$ cat src/hdl/ffba_pkg.sv
// -----------------------------------------------------------------------------
// ffba_pkg
// Shared constants, codes and controller/datapath types of the first-fit
// block allocator.
// -----------------------------------------------------------------------------
package ffba_pkg;

   localparam int unsigned MAX_BLOCKS  = 256;
   localparam int unsigned META_BYTES  = 32;
   localparam int unsigned MAX_REQUEST = 100000000;

   localparam int unsigned IDX_W  = $clog2(MAX_BLOCKS);
   localparam int unsigned CNT_W  = IDX_W + 1;
   localparam int unsigned SIZE_W = 27;
   localparam int unsigned CNTR_W = 16;
   localparam int unsigned ADDR_W = 32;
   localparam int unsigned PROD_W = SIZE_W + CNTR_W;
   localparam int unsigned BYTE_W = 35;
   localparam int unsigned META_W = 14;
   localparam int unsigned CSR_IDX_W = 8;
   localparam int unsigned ENTRY_W = 1 + SIZE_W + ADDR_W;

   localparam logic [CSR_IDX_W-1:0] CSR_HEAP_BASE  = 8'd0;
   localparam logic [CSR_IDX_W-1:0] CSR_HEAP_LIMIT = 8'd1;

   typedef enum logic [1:0] {
      ACT_ALLOC  = 2'd0,
      ACT_ZALLOC = 2'd1,
      ACT_FREE   = 2'd2,
      ACT_RESIZE = 2'd3
   } action_type;

   typedef enum logic [3:0] {
      S_IDLE,
      S_PREP,
      S_CHECK,
      S_LOOKUP,
      S_LKDONE,
      S_SEARCH,
      S_SRDONE,
      S_RELOLD,
      S_RESP
   } state_type;

   typedef enum logic {
      MODE_LOOKUP = 1'b0,
      MODE_SEARCH = 1'b1
   } scan_mode_type;

   typedef struct packed {
      logic          latch;
      logic          mul;
      logic          scan_start;
      scan_mode_type scan_mode;
      logic          scan_en;
      logic          keep;
      logic          take_hit;
      logic          append;
      logic          rel_old;
      logic          copy;
   } cmd_type;

   typedef struct packed {
      action_type action;
      logic       size_bad;
      logic       addr_zero;
      logic       scan_done;
      logic       old_found;
      logic       old_fits;
      logic       hit;
      logic       append_ok;
   } status_type;

endpackage

$ cat src/hdl/ffba_controller.sv
// -----------------------------------------------------------------------------
// ffba_controller
// Sequencer for request decode, table scans, updates and the response word.
// -----------------------------------------------------------------------------
module ffba_controller (
   input  logic                  clock,
   input  logic                  reset,
   input  logic                  req_valid,
   output logic                  req_ready,
   output logic                  rsp_valid,
   input  logic                  rsp_ready,
   input  ffba_pkg::status_type  status,
   output ffba_pkg::cmd_type     cmd
);

   ffba_pkg::state_type state_ff, state_in;
   logic                succ;

   assign succ = status.hit || status.append_ok;

   always_comb begin
      state_in = state_ff;
      case (state_ff)
         ffba_pkg::S_IDLE:   if (req_valid) state_in = ffba_pkg::S_PREP;
         ffba_pkg::S_PREP:   state_in = ffba_pkg::S_CHECK;
         ffba_pkg::S_CHECK: begin
            case (status.action)
               ffba_pkg::ACT_FREE:
                  state_in = status.addr_zero ? ffba_pkg::S_RESP : ffba_pkg::S_LOOKUP;
               ffba_pkg::ACT_RESIZE:
                  if (status.size_bad) state_in = ffba_pkg::S_RESP;
                  else if (status.addr_zero) state_in = ffba_pkg::S_SEARCH;
                  else state_in = ffba_pkg::S_LOOKUP;
               default:
                  state_in = status.size_bad ? ffba_pkg::S_RESP : ffba_pkg::S_SEARCH;
            endcase
         end
         ffba_pkg::S_LOOKUP: if (status.scan_done) state_in = ffba_pkg::S_LKDONE;
         ffba_pkg::S_LKDONE: begin
            if (status.action == ffba_pkg::ACT_FREE) state_in = ffba_pkg::S_RESP;
            else if (status.old_found && status.old_fits) state_in = ffba_pkg::S_RESP;
            else state_in = ffba_pkg::S_SEARCH;
         end
         ffba_pkg::S_SEARCH: if (status.scan_done) state_in = ffba_pkg::S_SRDONE;
         ffba_pkg::S_SRDONE: begin
            if (succ && status.action == ffba_pkg::ACT_RESIZE && status.old_found)
               state_in = ffba_pkg::S_RELOLD;
            else state_in = ffba_pkg::S_RESP;
         end
         ffba_pkg::S_RELOLD: state_in = ffba_pkg::S_RESP;
         ffba_pkg::S_RESP:   if (rsp_ready) state_in = ffba_pkg::S_IDLE;
         default:            state_in = ffba_pkg::S_IDLE;
      endcase
   end

   always_comb begin
      cmd = '0;
      req_ready = 1'b0;
      rsp_valid = 1'b0;
      case (state_ff)
         ffba_pkg::S_IDLE: begin
            req_ready = 1'b1;
            cmd.latch = req_valid;
         end
         ffba_pkg::S_PREP: cmd.mul = 1'b1;
         ffba_pkg::S_CHECK: begin
            cmd.scan_start = 1'b1;
            if (status.action == ffba_pkg::ACT_FREE ||
                (status.action == ffba_pkg::ACT_RESIZE && !status.addr_zero))
               cmd.scan_mode = ffba_pkg::MODE_LOOKUP;
            else cmd.scan_mode = ffba_pkg::MODE_SEARCH;
         end
         ffba_pkg::S_LOOKUP, ffba_pkg::S_SEARCH: cmd.scan_en = 1'b1;
         ffba_pkg::S_LKDONE: begin
            if (status.action == ffba_pkg::ACT_FREE) begin
               cmd.rel_old = status.old_found;
            end else if (status.old_found && status.old_fits) begin
               cmd.keep = 1'b1;
            end else begin
               cmd.scan_start = 1'b1;
               cmd.scan_mode  = ffba_pkg::MODE_SEARCH;
            end
         end
         ffba_pkg::S_SRDONE: begin
            cmd.take_hit = status.hit;
            cmd.append   = !status.hit && status.append_ok;
         end
         ffba_pkg::S_RELOLD: begin
            cmd.copy    = 1'b1;
            cmd.rel_old = 1'b1;
         end
         ffba_pkg::S_RESP: rsp_valid = 1'b1;
         default: ;
      endcase
   end

   always_ff @(posedge clock) begin
      if (reset) begin
         state_ff <= ffba_pkg::S_IDLE;
      end else begin
         state_ff <= state_in;
      end
   end

endmodule

$ cat config.mk
export PLATFORM = sky130hd
export DESIGN_NAME = ffba_controller
export DESIGN_NICKNAME = d
export VERILOG_FILES = /design/src/hdl/ffba_pkg.sv /design/src/hdl/ffba_controller.sv
export SDC_FILE = /design/constraint.sdc
export NUM_CORES = 1
export LEC_CHECK = 0
export ABC_CLOCK_PERIOD_IN_PS = 1640
export BUFFER_PORTS_ARGS = -buffer_cell sky130_fd_sc_hd__buf_2
export CORE_AREA = 10 10 48 58
export CTS_CLUSTER_DIAMETER = 60
export DETAILED_ROUTE_END_ITERATION = 16
export DIE_AREA = 0 0 58 68
export PLACE_DENSITY = 0.63
export SYNTH_ARGS = -nofsm -noshare
export SYNTH_HDL_FRONTEND = slang
export SYNTH_SLANG_ARGS = --single-unit
$ cat constraint.sdc
create_clock -name clock -period 1.64 [get_ports clock]
set_input_delay 0.492 -clock clock [delete_from_list [all_inputs] [get_ports clock]]
set_output_delay 0.492 -clock clock [all_outputs]
set_load 0.05 [all_outputs]
; ---- Word level (Yosys, flattened, before mapping)
; Cells that the tools add are included.
[word_totals]
memories = 0
mem_bits_rw = 0
rom_bits = 0
regBits = 4
inputBits = 13
output_inout_bits = 12
latch_bits = 0
[op_classes]
n_addsub = 0
magnitude_cmp = 0
mux = 29
eq_ne = 14
n_shift = 0
multipliers = 0
n_div = 0
reduce_logical = 12
n_bitwise = 0
[op_table]
columns = operator, count
row1 = two-way mux 4 bit, 10
row2 = case mux 4 bit (9 select lines), 1
row3 = equality test 4 x 3 -> 1 bit (second input constant), 4
row4 = two-way mux 1 bit, 11
row5 = equality test 4 x 2 -> 1 bit (second input constant), 2
row6 = != test 2 bit (second input constant), 4
row7 = case mux 4 bit (2 select lines), 1
row8 = two-way mux 2 bit, 3
row9 = logical AND 1 bit, 5
row10 = equality test 2 bit (second input constant), 2
row11 = equality test 4 x 1 -> 1 bit (second input constant), 1
row12 = equality test 4 bit (second input constant), 1
row13 = zero test 4 bit, 1
row14 = case mux 2 bit (2 select lines), 1
row15 = AND reduction 4 bit, 1
row16 = two-way mux 3 bit, 1
row17 = zero test 1 bit, 2
row18 = logical OR 1 bit, 2
row19 = case mux 1 bit (2 select lines), 1
row20 = OR reduction 2 bit, 1

; ---- Logic depth before layout (Yosys ltp)
[logic_depth]
depth_word = 5
mapped_depth = 6
ltp_nobuf = 5

; ---- Worst setup path after synthesis
; Ideal clock, no wire load.
[synth_timing]
path_type = reg2out
from = reg state_ff[3]
to = out cmd[4] (netlist bit)
stages_incl_launch_ff = 5
arrival_ps = 2170
t_required_ps = 1148
slack_ps = -1022
cell_sequence = dfxtp_1 buf_2 inv_1 nand2_1 nor4_1
[synth_lines]
columns = item, line_no
row1 = start: declaration, ffba_controller.sv:16  ; ffba_pkg::state_type state_ff, state_in;
row2 = start signal: assignment, ffba_controller.sv:99  ; state_ff <= ffba_pkg::S_IDLE;
row3 = start signal: assignment, ffba_controller.sv:101  ; state_ff <= state_in;
row4 = end: declaration, ffba_controller.sv:13  ; output ffba_pkg::cmd_type cmd

==> reports/metrics.csv <==
stage;metric;value;unit
setup_path;cp-start-kind;flip-flop;
power;total_power;841;µW
setup_path;crit_buf_inv;1;
timing;rsz0062_at_grt;true;
global_route;grt_usage;11.2;%
detailed_routing;wl_per_cell;15.4;µm
power;pwr-share-clk;14.8;%
clock_tree;numCtsBuffers;3;
finish;final_common_cell;buf_4;
floorplanning;die_h;68;µm
synthesis;synth_top_cell_by_area;dfxtp_1;
global_route;grt_start_max_net_pins;9;
detailed_routing;ant_nets;0;
setup_path;arrival;1470;ps
detailed_routing;vias_per_cell;5.23;
timing;fin_crit_sh;120;%
detailed_routing;wl;2260;µm
detailed_routing;drt_iter0_markers;29;
timing;fmax;510;MHz
setup_path;path_delay_family;simple AND/OR/NAND/NOR gates;
clock_tree;ctsHoldBuffers;0;
timing;skew;4.03;ps
power;combPwrFrac;70.3;%
finish;largest_reg_flops;4;
synthesis;synthFlopType;dfxtp_1;
global_route;use_met2;21.8;%
power;ir_drop;285;µV
finish;area_delta_synth_final;159;%
floorplanning;initial_core_util;26.8;%
clock_tree;path_clk_slew;40;ps
clock_tree;clockBufferDepth;2;
power;p_leak;0.000543;µW
min_path;hold_class;input pin to flip-flop;
global_route;use_met1;9.41;%
clock_tree;cts_tree;built;
finish;drive_gt1_share;71.9;%
power;power.density;694;nW/µm²
synthesis;syn-cell-area;468;µm²
global_route;grt_pass1_wl;3440;µm
setup_path;worstPathRequired;1150;ps
floorplanning;coreArea;1740;µm²
global_route;busiest_layer;met2;
timing;setup_viol;12;
timing;report.final.hold_viol_count;0;
synthesis;synth-edff-count;0;
clock_tree;root_buffer;clkbuf_4;
synthesis;async_reset_ff_share;0;%
setup_path;crit_type;flip-flop to output port;
setup_path;worst_path_largest_cell_delay;360;ps
power;netSwitchingPower;346;µW
setup_path;crit_path_end_kind;output port;
detailed_routing;post-route-drc-count;0;
power;internal-power;495;µW
power;switching_share;41.2;%
timing;slew_headroom;83.7;%
floorplanning;std_cell_rows;17;
global_route;antenna_found_initial;0;
clock_tree;cts.sinks;4;
synthesis;synth.top_cell.area_share;17.1;%
power;seq_power_share;14.9;%
place;gp_congestion;0.853;
synthesis;avgSynthCellArea;6.98;µm²
detailed_routing;firstDrtPassIters;4;
place;dpl.hpwl;1600;µm
clock_tree;clk_latency;240;ps
global_route;grt-ovfl-total;0;
timing;maxSlewViolCount;0;
synthesis;ys_seq_area_share;17.1;%
finish;final_core_util;69.4;%
floorplanning;fp.dieW;58;µm
floorplanning;dieArea;3940;µm²
synthesis;synth_seq_cells;4;
setup_path;crit_path_cell_trace;or2_4, or3_4, a21oi_4, buf_8;
place;numPortBuffers;24;
run_status;status;finished, violations left;
synthesis;syn_nets;80;
finish;reg_top3;state_ff: 4 flops;
setup_path;cp_slowest_cell;dfxtp_4;
finish;top_register;state_ff;
synthesis;synth_warnings;0;
finish;final_cell_mix;buf_4 (26), buf_6 (17), buf_2 (11);
timing;fin_crit;1960;ps
timing;final.setup.worst_slack;-320;ps
setup_path;path_max_fanout;6;
timing;worstMarginPinSlew;242;ps
detailed_routing;vias;769;
run_status;violations;negative setup slack;
clock_tree;htree_num_levels;1;
synthesis;yosysUniqueCellTypes;34;
synthesis;postSynthCellCount;67;
job;max_cap_violations;0;
finish;diodes;0;
global_route;use_met3;4.44;%
floorplanning;ios;25;
finish;nets;143;
global_route;grt_pass1_vias;809;
synthesis;synth.area.top_cells;dfxtp_1 (17%), nand2_1 (8.8%), nor2_1 (7.2%);
[kinds of logic after synthesis]
| kind of cell | Yosys count | share of synthesized area [%] |
|---|---|---|
| mux | 3 | 7.75 |
| simple gates | 37 | 43.3 |
| compound gates | 17 | 24.6 |
| flops | 4 | 17.1 |
| buf+inv | 5 | 5.35 |
| xor+xnor | 1 | 1.87 |
[layer usage]
layer / vias to the layer above / share of wire, %
met5: - / 0
met4: 0 / 2.4
met3: 6 / 6.9
met2: 31 / 55
met1: 365 / 35
li1: 367 / -
[timing repair]
action | 4_1_cts | 5_1_grt
setup buffers | 6 | 6
pin swaps | 9 | 8
endpoints found under the setup margin | 12 | 12
resized for setup | 41 | 14
gates cloned | 0 | 0
endpoints found under the hold margin | 0 | 0
[stage by stage]
step | setup TNS (ps) | area [µm²] | setup WS (ps) | hold slack, ps | instances
2_1_floorplan | -1200 | 602 | -367 | 586 | 67
3_3_place_gp | -1930 | 905 | -434 | 605 | 132
3_5_place_dp | -2010 | 905 | -457 | 609 | 132
4_1_cts | -2640 | 1110 | -333 | 466 | 141
5_1_grt | -3260 | 1210 | -389 | 471 | 147
6_report | -2570 | 1210 | -320 | 481 | 147
[area by class of cell]
type	count	area, µm²
well taps	19	23.8
multi-input cells	58	510
flip-flops and latches	4	88.8
repair buffers	62	562
inverters	1	3.75
fillers	134	533
clock buffers	3	22.5
[final timing paths]
check / from / end / slack [ps] / depth (start not counted)
setup / recovery: state_ff[1]$_SDFFE_PP0P_ / cmd[1] / -320 / 4
hold / removal: reset / state_ff[3]$_SDFFE_PP0P_ / 480 / 2
hold reg to reg: state_ff[1]$_SDFFE_PP0P_ / state_ff[1]$_SDFFE_PP0P_ / 630 / 3
setup reg to reg: state_ff[0]$_SDFFE_PP0P_ / state_ff[2]$_SDFFE_PP0P_ / 130 / 10
[power by group through the flow]
| stage | registers, µW | clock network, µW | logic, µW |
|---|---|---|---|
| after global placement | 125 | 0 | 428 |
| after floorplan | 120 | 0 | 294 |
| after detailed placement | 124 | 0 | 434 |
| after CTS | 122 | 130 | 526 |
| after global routing | 127 | 139 | 627 |
| final | 125 | 124 | 591 |
[cell usage after synthesis, drive strengths merged, types with 2 or more instances]
master	number
nand2	11
nor2	9
o21ai	5
a21oi	4
dfxtp	4
buf	3
a211oi	2
mux2	2
nand3b	2
nor4	2
or2	2
or3	2
Power figures use the tool's default switching activity.
